===== src/design/rdcc_pkg.sv =====
`timescale 1ns / 1ps
// ----------------------------------------------------------------------------
// rdcc_pkg
// Types and constants shared by the radio duty-cycle controller files.
// ----------------------------------------------------------------------------
package rdcc_pkg;

    localparam int CFG_W     = 32;
    localparam int CFG_IDX_W = 3;
    localparam int NOW_W     = 32;

    // Register indexes on the configuration port
    localparam logic [CFG_IDX_W-1:0] REG_TICK_INTERVAL = 3'd0;
    localparam logic [CFG_IDX_W-1:0] REG_BOOT_GRACE    = 3'd1;
    localparam logic [CFG_IDX_W-1:0] REG_HOT_START     = 3'd2;
    localparam logic [CFG_IDX_W-1:0] REG_WAKE          = 3'd3;
    localparam logic [CFG_IDX_W-1:0] REG_SLEEP_DEFAULT = 3'd4;
    localparam logic [CFG_IDX_W-1:0] REG_SLEEP_RECENT  = 3'd5;
    localparam logic [CFG_IDX_W-1:0] REG_RECENCY       = 3'd6;

    // Register reset values, in milliseconds
    localparam logic [15:0]      TICK_INTERVAL_RST = 16'd1000;
    localparam logic [CFG_W-1:0] BOOT_GRACE_RST    = 32'd600000;
    localparam logic [CFG_W-1:0] HOT_START_RST     = 32'd300000;
    localparam logic [CFG_W-1:0] WAKE_RST          = 32'd20000;
    localparam logic [CFG_W-1:0] SLEEP_DEFAULT_RST = 32'd40000;
    localparam logic [CFG_W-1:0] SLEEP_RECENT_RST  = 32'd20000;
    localparam logic [CFG_W-1:0] RECENCY_RST       = 32'd600000;

    typedef enum logic [2:0] {
        MODE_BOOT  = 3'd0,
        MODE_AWAKE = 3'd1,
        MODE_HOT   = 3'd2,
        MODE_WAKE  = 3'd3,
        MODE_SLEEP = 3'd4,
        MODE_OFF   = 3'd5
    } mode_t;

    localparam logic OP_TICK    = 1'b0;
    localparam logic OP_RESTART = 1'b1;

    typedef struct packed {
        logic [15:0]      tick_gap_ms;
        logic [CFG_W-1:0] grace_ms;
        logic [CFG_W-1:0] hot_ms;
        logic [CFG_W-1:0] wake_ms;
        logic [CFG_W-1:0] sleep_long_ms;
        logic [CFG_W-1:0] sleep_recent_ms;
        logic [CFG_W-1:0] recent_win_ms;
    } cfg_t;

    typedef struct packed {
        logic             op;
        logic [NOW_W-1:0] now_ms;
        logic             link_connected;
        logic             user_enable;
        logic             role_allows;
    } item_t;

    typedef struct packed {
        logic [2:0] mode;
        logic       evaluated;
        logic       power_on_strobe;
        logic       power_off_strobe;
    } result_t;

endpackage


===== src/design/rdcc_if.sv =====
`timescale 1ns / 1ps
// ----------------------------------------------------------------------------
// rdcc_if
// Valid/ready channels for the tick word and the result word.
// ----------------------------------------------------------------------------
interface rdcc_item_if;
    logic        valid;
    logic        ready;
    logic        op;
    logic [31:0] now_ms;
    logic        link_connected;
    logic        user_enable;
    logic        role_allows;

    modport source (output valid, op, now_ms, link_connected, user_enable, role_allows,
                    input ready);
    modport sink (input valid, op, now_ms, link_connected, user_enable, role_allows,
                  output ready);
endinterface

interface rdcc_result_if;
    logic       valid;
    logic       ready;
    logic [2:0] mode;
    logic       evaluated;
    logic       power_on_strobe;
    logic       power_off_strobe;

    modport source (output valid, mode, evaluated, power_on_strobe, power_off_strobe,
                    input ready);
    modport sink (input valid, mode, evaluated, power_on_strobe, power_off_strobe,
                  output ready);
endinterface


===== src/design/radio_duty_cycle_controller_unit.sv =====
`timescale 1ns / 1ps
// ----------------------------------------------------------------------------
// radio_duty_cycle_controller_unit
// Radio power duty-cycler: one result word for every tick or restart word.
// ----------------------------------------------------------------------------
// Takes one word per clock cycle while the result side does not stall; the
// word is captured in an input register, the phase update and all deadline
// adds run in combinational logic, and the result lands in an output
// register. When the result side stalls, the input register holds one
// more word and the input stalls after it. The phase state advances exactly
// when a word moves from the input register into the output register, so
// consecutive words see each other's updates with no bubble. Configuration
// writes take effect on the next cycle and are meant for idle periods.
module radio_duty_cycle_controller_unit #(
    parameter int TIME_BITS = 32
) (
    input  logic                           clk,
    input  logic                           rst_n,
    input  logic                           cfg_wr_en,
    input  logic [rdcc_pkg::CFG_IDX_W-1:0] cfg_index,
    input  logic [rdcc_pkg::CFG_W-1:0]     cfg_wdata,
    rdcc_item_if.sink                      item,
    rdcc_result_if.source                  result
);
    import rdcc_pkg::*;

    cfg_t    cfg;
    item_t   item_reg;
    logic    item_valid_reg;
    result_t res_next;
    result_t res_reg;
    logic    res_valid_reg;
    logic    advance;
    logic    take;

    rdcc_cfg_regs u_cfg (
        .clk       (clk),
        .rst_n     (rst_n),
        .cfg_wr_en (cfg_wr_en),
        .cfg_index (cfg_index),
        .cfg_wdata (cfg_wdata),
        .cfg       (cfg)
    );

    rdcc_core #(
        .TIME_BITS (TIME_BITS)
    ) u_core (
        .clk   (clk),
        .rst_n (rst_n),
        .step  (advance),
        .item  (item_reg),
        .cfg   (cfg),
        .res   (res_next)
    );

    // Move the held word forward when the output register is free or draining
    assign advance    = item_valid_reg && (!res_valid_reg || result.ready);
    assign item.ready = !item_valid_reg || advance;
    assign take       = item.valid && item.ready;

    always_ff @(posedge clk or negedge rst_n)
    begin
        if (!rst_n)
        begin
            item_valid_reg <= 1'b0;
            res_valid_reg  <= 1'b0;
        end
        else
        begin
            if (item.ready)
                item_valid_reg <= item.valid;
            if (advance)
                res_valid_reg <= 1'b1;
            else if (result.ready)
                res_valid_reg <= 1'b0;
        end
    end

    always_ff @(posedge clk)
    begin
        if (take)
        begin
            item_reg.op             <= item.op;
            item_reg.now_ms         <= item.now_ms;
            item_reg.link_connected <= item.link_connected;
            item_reg.user_enable    <= item.user_enable;
            item_reg.role_allows    <= item.role_allows;
        end
        if (advance)
            res_reg <= res_next;
    end

    assign result.valid            = res_valid_reg;
    assign result.mode             = res_reg.mode;
    assign result.evaluated        = res_reg.evaluated;
    assign result.power_on_strobe  = res_reg.power_on_strobe;
    assign result.power_off_strobe = res_reg.power_off_strobe;

endmodule


===== src/design/rdcc_cfg_regs.sv =====
`timescale 1ns / 1ps
// ----------------------------------------------------------------------------
// rdcc_cfg_regs
// Configuration register file: write-only, reset to the default timings.
// ----------------------------------------------------------------------------
module rdcc_cfg_regs (
    input  logic                           clk,
    input  logic                           rst_n,
    input  logic                           cfg_wr_en,
    input  logic [rdcc_pkg::CFG_IDX_W-1:0] cfg_index,
    input  logic [rdcc_pkg::CFG_W-1:0]     cfg_wdata,
    output rdcc_pkg::cfg_t                 cfg
);
    import rdcc_pkg::*;

    cfg_t cfg_reg;
    cfg_t cfg_next;

    always_comb
    begin
        cfg_next = cfg_reg;
        if (cfg_wr_en)
        begin
            case (cfg_index)
                REG_TICK_INTERVAL: cfg_next.tick_gap_ms     = cfg_wdata[15:0];
                REG_BOOT_GRACE:    cfg_next.grace_ms        = cfg_wdata;
                REG_HOT_START:     cfg_next.hot_ms          = cfg_wdata;
                REG_WAKE:          cfg_next.wake_ms         = cfg_wdata;
                REG_SLEEP_DEFAULT: cfg_next.sleep_long_ms   = cfg_wdata;
                REG_SLEEP_RECENT:  cfg_next.sleep_recent_ms = cfg_wdata;
                REG_RECENCY:       cfg_next.recent_win_ms   = cfg_wdata;
                default:           cfg_next = cfg_reg;
            endcase
        end
    end

    always_ff @(posedge clk or negedge rst_n)
    begin
        if (!rst_n)
        begin
            cfg_reg.tick_gap_ms     <= TICK_INTERVAL_RST;
            cfg_reg.grace_ms        <= BOOT_GRACE_RST;
            cfg_reg.hot_ms          <= HOT_START_RST;
            cfg_reg.wake_ms         <= WAKE_RST;
            cfg_reg.sleep_long_ms   <= SLEEP_DEFAULT_RST;
            cfg_reg.sleep_recent_ms <= SLEEP_RECENT_RST;
            cfg_reg.recent_win_ms   <= RECENCY_RST;
        end
        else
        begin
            cfg_reg <= cfg_next;
        end
    end

    assign cfg = cfg_reg;

endmodule


===== src/design/rdcc_core.sv =====
`timescale 1ns / 1ps
// ----------------------------------------------------------------------------
// rdcc_core
// Phase state, deadlines and issued-command flag, stepped once per word.
// ----------------------------------------------------------------------------
module rdcc_core #(
    parameter int TIME_BITS = 32
) (
    input  logic              clk,
    input  logic              rst_n,
    input  logic              step,
    input  rdcc_pkg::item_t   item,
    input  rdcc_pkg::cfg_t    cfg,
    output rdcc_pkg::result_t res
);
    import rdcc_pkg::*;

    // Wide enough for both a time value and a 32-bit register
    localparam int CMP_W = (TIME_BITS > CFG_W) ? TIME_BITS : CFG_W;

    typedef logic [TIME_BITS-1:0] time_t;

    function automatic time_t add_ms(input time_t a, input logic [CFG_W-1:0] b);
        logic [CMP_W-1:0] sum;
        sum = CMP_W'(a) + CMP_W'(b);
        return sum[TIME_BITS-1:0];
    endfunction

    function automatic logic below(input time_t d, input logic [CFG_W-1:0] c);
        return CMP_W'(d) < CMP_W'(c);
    endfunction

    logic [2:0] phase_reg, phase_next;
    time_t      last_eval_reg, last_eval_next;
    time_t      grace_reg, grace_next;
    time_t      hot_reg, hot_next;
    time_t      wake_reg, wake_next;
    time_t      sleep_reg, sleep_next;
    time_t      disc_reg, disc_next;
    logic       issued_reg, issued_next;

    logic [CMP_W-1:0] now_ext;
    logic [CMP_W-1:0] grace_rst_ext;
    time_t            now_t;
    time_t            boot_dl;
    time_t            hot_dl;
    time_t            wake_dl;
    time_t            sleep_dl;
    logic             recent;
    logic             evaluate;
    logic [2:0]       cur;
    time_t            grace_cur;
    logic             on_stb;
    logic             off_stb;

    assign now_ext       = CMP_W'(item.now_ms);
    assign now_t         = now_ext[TIME_BITS-1:0];
    assign grace_rst_ext = CMP_W'(BOOT_GRACE_RST);

    // All candidate deadlines are formed in parallel; the phase logic picks
    assign boot_dl  = add_ms(now_t, cfg.grace_ms);
    assign hot_dl   = add_ms(now_t, cfg.hot_ms);
    assign wake_dl  = add_ms(now_t, cfg.wake_ms);
    assign recent   = (disc_reg != '0) && below(now_t - disc_reg, cfg.recent_win_ms);
    assign sleep_dl = recent ? add_ms(now_t, cfg.sleep_recent_ms)
                             : add_ms(now_t, cfg.sleep_long_ms);
    assign evaluate = !below(now_t - last_eval_reg, {16'd0, cfg.tick_gap_ms});

    always_comb
    begin
        phase_next     = phase_reg;
        last_eval_next = last_eval_reg;
        grace_next     = grace_reg;
        hot_next       = hot_reg;
        wake_next      = wake_reg;
        sleep_next     = sleep_reg;
        disc_next      = disc_reg;
        issued_next    = issued_reg;
        on_stb         = 1'b0;
        off_stb        = 1'b0;
        cur            = phase_reg;
        grace_cur      = grace_reg;

        if (item.op == OP_RESTART)
        begin
            phase_next  = MODE_BOOT;
            grace_next  = boot_dl;
            issued_next = 1'b0;
        end
        else if (evaluate)
        begin
            last_eval_next = now_t;
            if (!item.user_enable || !item.role_allows)
            begin
                phase_next  = MODE_OFF;
                off_stb     = issued_reg;
                issued_next = 1'b0;
            end
            else
            begin
                // Leaving permanent off restarts boot grace in the same tick
                if (phase_reg == MODE_OFF)
                begin
                    cur       = MODE_BOOT;
                    grace_cur = boot_dl;
                end
                grace_next = grace_cur;
                phase_next = cur;
                case (cur)
                    MODE_BOOT:
                    begin
                        on_stb      = !issued_reg;
                        issued_next = 1'b1;
                        if (item.link_connected)
                            phase_next = MODE_AWAKE;
                        else if (now_t >= grace_cur)
                        begin
                            phase_next = MODE_HOT;
                            hot_next   = hot_dl;
                        end
                    end
                    MODE_AWAKE:
                    begin
                        on_stb      = !issued_reg;
                        issued_next = 1'b1;
                        if (!item.link_connected)
                        begin
                            disc_next  = now_t;
                            phase_next = MODE_HOT;
                            hot_next   = hot_dl;
                        end
                    end
                    MODE_HOT:
                    begin
                        on_stb      = !issued_reg;
                        issued_next = 1'b1;
                        if (item.link_connected)
                            phase_next = MODE_AWAKE;
                        else if (now_t >= hot_reg)
                        begin
                            phase_next = MODE_SLEEP;
                            sleep_next = sleep_dl;
                        end
                    end
                    MODE_WAKE:
                    begin
                        on_stb      = !issued_reg;
                        issued_next = 1'b1;
                        if (item.link_connected)
                            phase_next = MODE_AWAKE;
                        else if (now_t >= wake_reg)
                        begin
                            phase_next = MODE_SLEEP;
                            sleep_next = sleep_dl;
                        end
                    end
                    MODE_SLEEP:
                    begin
                        off_stb     = issued_reg;
                        issued_next = 1'b0;
                        if (now_t >= sleep_reg)
                        begin
                            phase_next = MODE_WAKE;
                            wake_next  = wake_dl;
                        end
                    end
                    default:
                    begin
                        phase_next = cur;
                    end
                endcase
            end
        end
    end

    always_ff @(posedge clk or negedge rst_n)
    begin
        if (!rst_n)
        begin
            phase_reg     <= MODE_BOOT;
            last_eval_reg <= '0;
            grace_reg     <= grace_rst_ext[TIME_BITS-1:0];
            hot_reg       <= '0;
            wake_reg      <= '0;
            sleep_reg     <= '0;
            disc_reg      <= '0;
            issued_reg    <= 1'b0;
        end
        else if (step)
        begin
            phase_reg     <= phase_next;
            last_eval_reg <= last_eval_next;
            grace_reg     <= grace_next;
            hot_reg       <= hot_next;
            wake_reg      <= wake_next;
            sleep_reg     <= sleep_next;
            disc_reg      <= disc_next;
            issued_reg    <= issued_next;
        end
    end

    assign res.mode             = phase_next;
    assign res.evaluated        = (item.op == OP_TICK) && evaluate;
    assign res.power_on_strobe  = on_stb;
    assign res.power_off_strobe = off_stb;

endmodule


===== src/flat_wrapper.sv =====
// flat-port wrapper written by rule: the top's interface ports become plain ports
module radio_duty_cycle_controller_unit_flat import rdcc_pkg::*;
#(
    parameter int TIME_BITS = 32
)
  (clk, rst_n, cfg_wr_en, cfg_index, cfg_wdata, item_valid, item_op, item_now_ms, item_link_connected, item_user_enable, item_role_allows, item_ready, result_valid, result_mode, result_evaluated, result_power_on_strobe, result_power_off_strobe, result_ready);
  rdcc_item_if item_i ();
  rdcc_result_if result_i ();
  input  logic clk;
  input  logic rst_n;
  input  logic cfg_wr_en;
  input  logic [rdcc_pkg::CFG_IDX_W-1:0] cfg_index;
  input  logic [rdcc_pkg::CFG_W-1:0] cfg_wdata;
  input wire logic [$bits(item_i.valid)-1:0] item_valid;
  input wire logic [$bits(item_i.op)-1:0] item_op;
  input wire logic [$bits(item_i.now_ms)-1:0] item_now_ms;
  input wire logic [$bits(item_i.link_connected)-1:0] item_link_connected;
  input wire logic [$bits(item_i.user_enable)-1:0] item_user_enable;
  input wire logic [$bits(item_i.role_allows)-1:0] item_role_allows;
  output wire logic [$bits(item_i.ready)-1:0] item_ready;
  output wire logic [$bits(result_i.valid)-1:0] result_valid;
  output wire logic [$bits(result_i.mode)-1:0] result_mode;
  output wire logic [$bits(result_i.evaluated)-1:0] result_evaluated;
  output wire logic [$bits(result_i.power_on_strobe)-1:0] result_power_on_strobe;
  output wire logic [$bits(result_i.power_off_strobe)-1:0] result_power_off_strobe;
  input wire logic [$bits(result_i.ready)-1:0] result_ready;
  assign item_i.valid = item_valid;
  assign item_i.op = item_op;
  assign item_i.now_ms = item_now_ms;
  assign item_i.link_connected = item_link_connected;
  assign item_i.user_enable = item_user_enable;
  assign item_i.role_allows = item_role_allows;
  assign item_ready = item_i.ready;
  assign result_valid = result_i.valid;
  assign result_mode = result_i.mode;
  assign result_evaluated = result_i.evaluated;
  assign result_power_on_strobe = result_i.power_on_strobe;
  assign result_power_off_strobe = result_i.power_off_strobe;
  assign result_i.ready = result_ready;
  radio_duty_cycle_controller_unit #(.TIME_BITS(TIME_BITS)) u_core (.clk(clk), .rst_n(rst_n), .cfg_wr_en(cfg_wr_en), .cfg_index(cfg_index), .cfg_wdata(cfg_wdata), .item(item_i), .result(result_i));
endmodule

===== config.mk =====
export PLATFORM = sky130hd
export DESIGN_NAME = radio_duty_cycle_controller_unit_flat
export DESIGN_NICKNAME = d
export VERILOG_FILES = /design/src/design/rdcc_pkg.sv /design/src/design/rdcc_if.sv /design/src/design/radio_duty_cycle_controller_unit.sv /design/src/design/rdcc_cfg_regs.sv /design/src/design/rdcc_core.sv /design/src/flat_wrapper.sv
export SDC_FILE = /design/constraint.sdc
export NUM_CORES = 1
export LEC_CHECK = 0
export ABC_AREA = 1
export BUFFER_PORTS_ARGS = -buffer_cell sky130_fd_sc_hd__buf_2
export CAP_MARGIN = 40
export CORE_AREA = 4 4 268 296
export CTS_BUF_LIST = sky130_fd_sc_hd__clkbuf_2 sky130_fd_sc_hd__clkbuf_4 sky130_fd_sc_hd__clkbuf_8
export CTS_CLUSTER_SIZE = 10
export DETAILED_ROUTE_END_ITERATION = 8
export DIE_AREA = 0 0 272 300
export PLACE_DENSITY = 0.63
export SLEW_MARGIN = 40
export SYNTH_ARGS = -nofsm -noshare
export SYNTH_HDL_FRONTEND = slang
export SYNTH_SLANG_ARGS = --single-unit
export TNS_END_PERCENT = 30

===== constraint.sdc =====
create_clock -name clk -period 7.8 [get_ports clk]
set_clock_uncertainty 0.05 [all_clocks]
set_input_delay 1.56 -clock clk [delete_from_list [all_inputs] [get_ports clk]]
set_output_delay 1.56 -clock clk [all_outputs]
set_load 0.01 [all_outputs]

=== Yosys cells after proc, flatten, opt, wreduce, memory -nomap -nowiden ===
Cells that the tools add are included.

* Logic and storage cells: 142
* Register bits after elaboration: 448

* Muxes and demuxes: 41
* Bitwise gates (word level): 5
* Equal/unequal tests: 20
* Reductions and logical operators: 37
* $lt $le $gt $ge: 6
* Add/sub/neg operators: 7

{| class="wikitable"
|+ Operators with widths
! kind !! count
|-
| $mux 32 || 15
|-
| $add 32x32->32 || 5
|-
| $ge 32x32->1 || 4
|-
| $pmux 32 s2 || 2
|-
| $sub 32x32->32 || 2
|-
| $mux 3 || 15
|-
| $lt 32x16->1 || 1
|-
| $lt 32x32->1 || 1
|-
| $reduce_bool 32->1 || 1
|-
| $eq 3x3->1 const B || 5
|-
| $pmux 3 s5 || 1
|-
| $ne 2x2->1 const B || 7
|-
| $reduce_and 2->1 || 7
|-
| $eq 3x2->1 const B || 4
|-
| $reduce_and 6->1 || 2
|-
| $reduce_and 3->1 || 3
|-
| $reduce_and 9->1 || 1
|-
| $reduce_and 8->1 || 1
|-
| $reduce_or 4->1 || 2
|-
| $mux 1 || 7
|-
| $eq 3x1->1 const B || 2
|-
| $logic_not 1->1 || 6
|-
| $logic_not 3->1 || 2
|-
| $reduce_bool 2->1 || 3
|-
| other kinds (7) || 17
|}

=== Logic depth before layout (Yosys ltp) ===
Gate-level depths: netlist (run 1).

* Depth in word-level cells: 12
* Gate-level depth with buffers: 39
* Gate-level depth less buffers: 38

=== By module ===
Synthesis (run 1) repeated with hierarchy kept, for this count alone.

* Cells, all modules: 4683
* Area total of the unflattened synthesis: 33855.0 um^2

{| class="wikitable"
|+ By module, submodules not included
! module !! times used !! area an instance (um^2) !! cells an instance
|-
| rdcc_core || 1 || 24419.7 || 3721
|-
| rdcc_cfg_regs || 1 || 8079.0 || 908
|-
| radio_duty_cycle_controller_unit || 1 || 1356.3 || 54
|}

=== Least setup slack after synthesis (run 1) ===
OpenSTA, ideal clock, no wires.

* Kind: register to register
* Start point: register u_core.item_reg[5] (netlist bit)
* End point: register u_core.u_core.sleep_reg[21]
* Data arrival time: 5.759 ns
* Setup time: 0.066 ns
* Stages on the path, launching flop included: 31
* Path slack: 1.926 ns
* Buffers on the path: 1
* Cell sequence: edfxtp_1 > ha_1 > nand2_1 > nand2_1 > a31oi_1 > o21ai_0 > a21boi_0 > o21ai_0 > nand2_1 > o21bai_1 > nand4_1 > nand3_1 > nand2_1 > ha_1 > nand4_1 > nor3_1 > and3_1 > nand2_1 > nand3_1 > clkbuf_1 > mux2_2 > ha_1 > nand2_1 > o21ai_0 > a21boi_0 > o21ai_0 > a21oi_1 > o21bai_1 > xor2_1 > nand4_1 > nand2_1

* Word-level cells in the longest chain between the ends: 7

{| class="wikitable"
|+ RTL lines
! what !! RTL line !! RTL
|-
| start: declaration || radio_duty_cycle_controller_unit.sv:28 || <nowiki>item_t item_reg;</nowiki>
|-
| $sub 32x32->32 || rdcc_core.sv:64 || <nowiki>assign recent = (disc_reg != '0) && below(now_t - disc_reg, cfg.recent_win_ms);</nowiki>
|-
| $lt 32x32->1 || rdcc_core.sv:30 || <nowiki>return CMP_W'(d) < CMP_W'(c);</nowiki>
|-
| $logic_and 1x1->1 || rdcc_core.sv:64 ||
|-
| $mux 32 || rdcc_core.sv:65 || <nowiki>assign sleep_dl = recent ? add_ms(now_t, cfg.sleep_recent_ms)</nowiki>
|-
| $mux 32, on equally long branches || rdcc_core.sv:151, rdcc_core.sv:139 ||
|-
| $mux 32, on equally long branches || rdcc_core.sv:149, rdcc_core.sv:137 ||
|-
| $pmux 32 s2 || rdcc_core.sv:109 || <nowiki>case (cur)</nowiki>
|-
| end signal: assignment || rdcc_core.sv:196 || <nowiki>sleep_reg <= sleep_next;</nowiki>
|-
| end: declaration || rdcc_core.sv:38 || <nowiki>time_t sleep_reg, sleep_next;</nowiki>
|}

Several ways; a longest one is shown, not always the timed one. The select of a mux whose other input is x is not followed.
A chain may end at the register's enable or synchronous reset.

=== Worst setup path in the final report (run 1) ===
Ends and elaborated chain as after synthesis.

==> results of run 1 <==
==> worst paths after layout <==
kind                                        startpoint                     endpoint  cells past startpoint
max                                 u_core.item_reg[5]  u_core.u_core.sleep_reg[21]                     31
min                        u_core.u_core.grace_reg[26]  u_core.u_core.grace_reg[26]                      2
max in group asynchronous                        rst_n        u_core.u_cfg.cfg[179]                      4
min in group asynchronous                        rst_n         u_core.u_cfg.cfg[24]                      1
min reg2reg                u_core.u_core.grace_reg[26]  u_core.u_core.grace_reg[26]                      2
max reg2reg                         u_core.item_reg[5]  u_core.u_core.sleep_reg[21]                     31
==> final cells by class <==
class,instances,area (sq um)
timing repair buffer,147,1000
clock buffer,117,1490
multi-input combinational,3467,19900
inverter,566,2130
tap,1026,1280
sequential,448,11500
antenna,6,15.0
fill,7595,38300
clock inverter,37,380
==> per-layer routing <==
layer	share of wire, %	track usage, %
met5	0.017	0
met4	6.0	15.8
met3	7.2	4.78
met2	44	47.6
met1	43	40.4
==> Yosys cell counts, drive strengths merged, types with 3 or more instances <==
master	number	share of area, %
nand2	1332	15
inv	564	6.2
o21ai	428	6.6
ha	363	13
dfrtp	353	26
a21oi	295	4.3
nor2	269	3.1
nand4	220	4.1
nand3	161	2.4
xor2	102	2.6
clkbuf	83	0.92
dfstp	53	4.1
buf	45	0.87
edfxtp	42	3.7
nor3	36	0.53
xnor2	35	0.90
mux2	30	0.99
nor4	26	0.48
a21o	25	0.55
o21bai	23	0.51
o211ai	17	0.37
o21a	15	0.33
or2	13	0.24
a31oi	12	0.22
mux2i	12	0.35
a21boi	11	0.24
a221oi	8	0.21
fa	6	0.35
a211oi	5	0.11
nand3b	4	0.088
o2111ai	4	0.10
and3	3	0.055
o311a	3	0.088
==> report_power, final <==
part / internal, W / leakage, nW / switching (W)
Clock: 0.00145 / 0.987 / 0.00115
Combinational: 0.00221 / 12.5 / 0.00387
Sequential: 0.00296 / 5.52 / 0.000347
==> through the flow <==
| step | hold WS (ps) | util, % | power (W) | setup slack [ps] |
|---|---|---|---|---|
| 4_1_cts | 413 | 49.5 | 0.0120 | 897 |
| 3_5_place_dp | 403 | 47.1 | 0.00933 | 895 |
| 5_1_grt | 430 | 49.6 | 0.0130 | 272 |
| 2_1_floorplan | 384 | - | 0.00766 | 1930 |
| 3_3_place_gp | 396 | 47.0 | 0.00928 | 951 |
| 6_report | 413 | 49.6 | 0.0120 | 913 |
==> logic make-up after synthesis <==
logic type	count (synthesis)	synth area share (%)
compound gates	851	13.8
xor+xnor	137	3.52
fa+ha+maj	369	13.7
buf+inv	694	8.02
flops	448	33.7
mux	42	1.35
simple gates	2068	25.8
==> worst register-to-register path: cells and delay by family (launching register included) <==
kind	cells	cell delay, ps
DFF	1	350
AOI/OAI and AO/OA	8	2180
muxes	1	400
buffers and inverters	2	680
and+or+nand+nor	16	1970
adders and majority gates	3	1070
xor gates and xnor gates	1	160
==> flow_summary.yaml, run 1 <==
clocking:
  cts_buffer_depth: 3
  post_cts_resize_count: 0
  clkTransAtPathRegs_ps: 60
  cts_setup_buffers: 0
  cts_inserted_buffers: 82
  htreeDepth: 3
  clk_latency_ps: 710
  cts_tree: "built"
  cts_sinks: 448
  clockRootBuffer: "clkbuf_8"
  holdBufCountCts: 0
setup_path:
  end_kind: "flop"
  cp.required_ps: 8390
  critical_path_buf_inv_count: 2
  r2r_slack_ps: 910
  critical-path-top-delay-family: "compound AO/OA/AOI/OAI gates"
  crit_type: "flop to flop"
  crit_fanout: 28
  worstPathArrival_ps: 7480
  crit_slowest_cell: "o21ai_0"
  cp_slowest_stage_delay_ps: 540
  critical_path.most_common_cell: "nand2_1"
  startpoint_type: "flop"
sta:
  fin_setup_tns_ps: 0
  drv_slew: 0
  setup_violations: 0
  rsz0062_at_grt: "no"
  slew_headroom_pct: 40.7
  min_period_over_period_pct: 88.3
  tightest_slew_ps: 888
  hold_viol_final: 0
  finalCriticalPeriod_ps: 6890
  max_freq_mhz: 145
die:
  fp.dieW_microns: 272
  dieArea_sq_mm: 0.0816
  start_util_pct: 44.8
  core_region_area_sq_mm: 0.0760
  ios: 84
  rows: 106
  die_y_microns: 300
hold_path:
  min-delay-path-class: "flop to flop"
global_route:
  grt_pass1_vias: 30700
  grt_start_max_net_pins: 132
  gr-total-overflow: 0
  antenna_found_initial: 11
  grt_pass1_wl_mm: 189
  grtUsageTotal_pct: 30.3
power:
  vdd_drop_max_uv: 148
  leakage_nw: 19.0
  p_per_area_mw_per_mm2: 318
layout:
  layout_common_cells: "nand2_1, inv_1, o21ai_0"
  final_cells: 5814
  final_common_cell: "nand2_1"
  largest_reg_flops: 208
  drive_gt1_share_pct: 10.1
  nNetsFinal: 5157
  design_area_sq_mm: 0.0377
  areaGrowthSynthToFinish_pct: 10.8
synthesis:
  syn-cell-area_sq_mm: 0.0340
  synth_seq_cells: 448
  syn_inst: 4609
  synth_nets: 5054
  synth-edff-count: 42
  synthArstFlopShare_pct: 90.6
  ys.flop_type: "dfrtp_1"
  yosysWarnings: 0
  syn_area_per_cell_sq_um: 7.39
  ys_seq_area_share_pct: 33.7
  synth_cell_types: 53
placement:
  io_buffer_count: 83
  dpl.hpwl_mm: 92.1
  dp.cells: 5652
  placed_area_sq_mm: 0.0358
  place_congestion: 0.975
routing:
  viasPerCell: 5.52
  vias: 32100
  drc_errors: 0
  ant_nets: 0
  firstDrtPassIters: 6
  wl_per_cell_microns: 21.4
  drtIter0Drc: 2651
  totalWireLength_mm: 125
flow_run:
  max_cap_violations: 0
outcome:
  status: "finished, final reports clean"
Power figures use the tool's default switching activity.
==> inputs of run 2 (changes only) <==
CTS_BUF_LIST = unset   (was sky130_fd_sc_hd__clkbuf_2 sky130_fd_sc_hd__clkbuf_4 sky130_fd_sc_hd__clkbuf_8)
PLACE_DENSITY = unset   (was 0.63)
PLACE_DENSITY_LB_ADDON = 0.08   (was unset)
==> run 2 against run 1 <==
  * Worst setup slack lost 15 ps
  * Sequential power about the same
  * First-iteration DRC count up 1.4%
  * Wire length is 1.8% higher
  * Critical endpoint is now u_core.u_core.sleep_reg[22]
  * Clock power shrank 2%
  * Highest routed layer unchanged
  * Non-clock buffer count grew 4
  * Global-route usage grew 0.39 points
  * Sequential share of layout area hardly changed
  * Core utilization hardly changed
  * Cell area about the same
  * Via count shrank 1.5%
  * Cell count decreased by 0.79%
==> flow_summary.yaml, run 2 (synthesis gave the netlist of run 1 again) <==
global_route:
  grt_pass1_vias: 30300
  grtUsageTotal_pct: 30.7
  gr-total-overflow: 0
  grt_pass1_wl_mm: 190
  antenna_found_initial: 15
  grt_start_max_net_pins: 133
flow_run:
  max_cap_violations: 0
sta:
  min_period_over_period_pct: 88.5
  fin_setup_tns_ps: 0
  rsz0062_at_grt: "no"
  hold_viol_final: 0
  tightest_slew_ps: 874
  max_freq_mhz: 145
  setup_ws_ps: 897
  slew_headroom_pct: 41.7
  finalCriticalPeriod_ps: 6900
  setup_violations: 0
  drv_slew: 0
setup_path:
  cp.required_ps: 8320
  cp_slowest_stage_delay_ps: 440
  critical_path.most_common_cell: "nand2_1"
  crit_fanout: 14
  crit_slowest_cell: "o21ai_0"
  worstPathArrival_ps: 7420
  end_kind: "flop"
  crit_type: "flop to flop"
  startpoint_type: "flop"
placement:
  dp.cells: 5656
  dpl.hpwl_mm: 92.3
  place_congestion: 0.969
  dpl_worst_slack_ps: 946
  io_buffer_count: 83
die:
  die_y_microns: 300
  start_util_pct: 44.8
  fp.dieW_microns: 272
  ios: 84
  dieArea_sq_mm: 0.0816
  rows: 106
  core_region_area_sq_mm: 0.0760
layout:
  n_fill_cell: 7704
  nNetsFinal: 5134
  final_cells: 5768
  largest_reg_flops: 208
  layout_common_cells: "nand2_1, inv_1, o21ai_0"
  drive_gt1_share_pct: 8.59
  fin_util_pct: 49.6
  areaGrowthSynthToFinish_pct: 10.8
  final_common_cell: "nand2_1"
clocking:
  htreeDepth: 2
  clk_latency_ps: 630
  post_cts_resize_count: 0
  cts_setup_buffers: 0
  cts_tree: "built"
  clockRootBuffer: "clkbuf_16"
  cts_inserted_buffers: 55
  cts_buffer_depth: 3
  cts_sinks: 448
  holdBufCountCts: 0
  clkTransAtPathRegs_ps: 60
routing:
  firstDrtPassIters: 6
  drt-met1-wl_mm: 53.9
  wl_per_cell_microns: 22.0
  routed.top_layer: "met5"
  totalWireLength_mm: 127
  drtIter0Drc: 2687
  vias: 31600
  ant_nets: 0
  drc_errors: 0
  route.met3.wl_mm: 8.41
  route.met2.wl_mm: 58.3
  viasPerCell: 5.48
power:
  p_per_area_mw_per_mm2: 317
  vdd_drop_max_uv: 186
  leakage_nw: 18.9
outcome:
  status: "finished, final reports clean"
hold_path:
  min-delay-path-class: "flop to flop"
==> run 2: power breakdown <==
| group | leakage [nW] | switching (W) | internal [W] |
|---|---|---|---|
| clock network | 0.853 | 0.00107 | 0.00150 |
| logic | 12.6 | 0.00386 | 0.00222 |
| registers | 5.52 | 0.000337 | 0.00297 |
| total | 18.9 | 0.00527 | 0.00668 |
==> run 2: path summary, 6_finish.rpt <==
path                                        startpoint                     endpoint  slack [ps]  depth (start not counted)
max                                 u_core.item_reg[5]  u_core.u_core.sleep_reg[22]         900                         31
max reg2reg                         u_core.item_reg[5]  u_core.u_core.sleep_reg[22]         900                         31
min reg2reg                u_core.u_core.grace_reg[13]  u_core.u_core.grace_reg[13]         410                          2
min in group asynchronous                        rst_n   u_core.u_core.sleep_reg[8]         790                          1
min                        u_core.u_core.grace_reg[13]  u_core.u_core.grace_reg[13]         410                          2
max in group asynchronous                        rst_n        u_core.u_cfg.cfg[153]        5580                          3
==> run 2: routing by layer <==
| metal | global-route usage, % | up-vias |
|---|---|---|
| li1 | - | 15600 |
| met1 | 40.1 | 14800 |
| met2 | 51.0 | 971 |
| met3 | 4.82 | 239 |
| met4 | 12.4 | 2 |
| met5 | 0 | - |
==> run 2: through the flow <==
stage / hold slack [ps] / total power, W / instance area, sq um
global placement: 400 / 0.00932 / 35700
global route: 434 / 0.0130 / 37700
detailed placement: 404 / 0.00935 / 35900
floorplan: 384 / 0.00766 / 34000
CTS: 413 / 0.0120 / 37600
finish: 414 / 0.0120 / 37700
==> run 2: final cells by class <==
| cell class | count | area (sq um) | area share [%] |
|---|---|---|---|
| Inverter | 566 | 2130 | 5.65 |
| Antenna cell | 6 | 15.0 | 0.0398 |
| Clock buffer | 98 | 1670 | 4.43 |
| Multi-Input combinational cell | 3467 | 20000 | 52.9 |
| Sequential cell | 448 | 11500 | 30.5 |
| Tap cell | 1026 | 1280 | 3.41 |
| Timing Repair Buffer | 151 | 1060 | 2.82 |
| Clock inverter | 6 | 96.3 | 0.256 |
==> run 2: worst max-delay path: cells and delay by family (launching register included) <==
kind	cells	cell delay, ps
buf+inv	1	60
simple gates	12	1510
fa+ha+maj	4	1250
flops	1	400
compound gates	12	3080
mux	1	370
xor+xnor	1	160
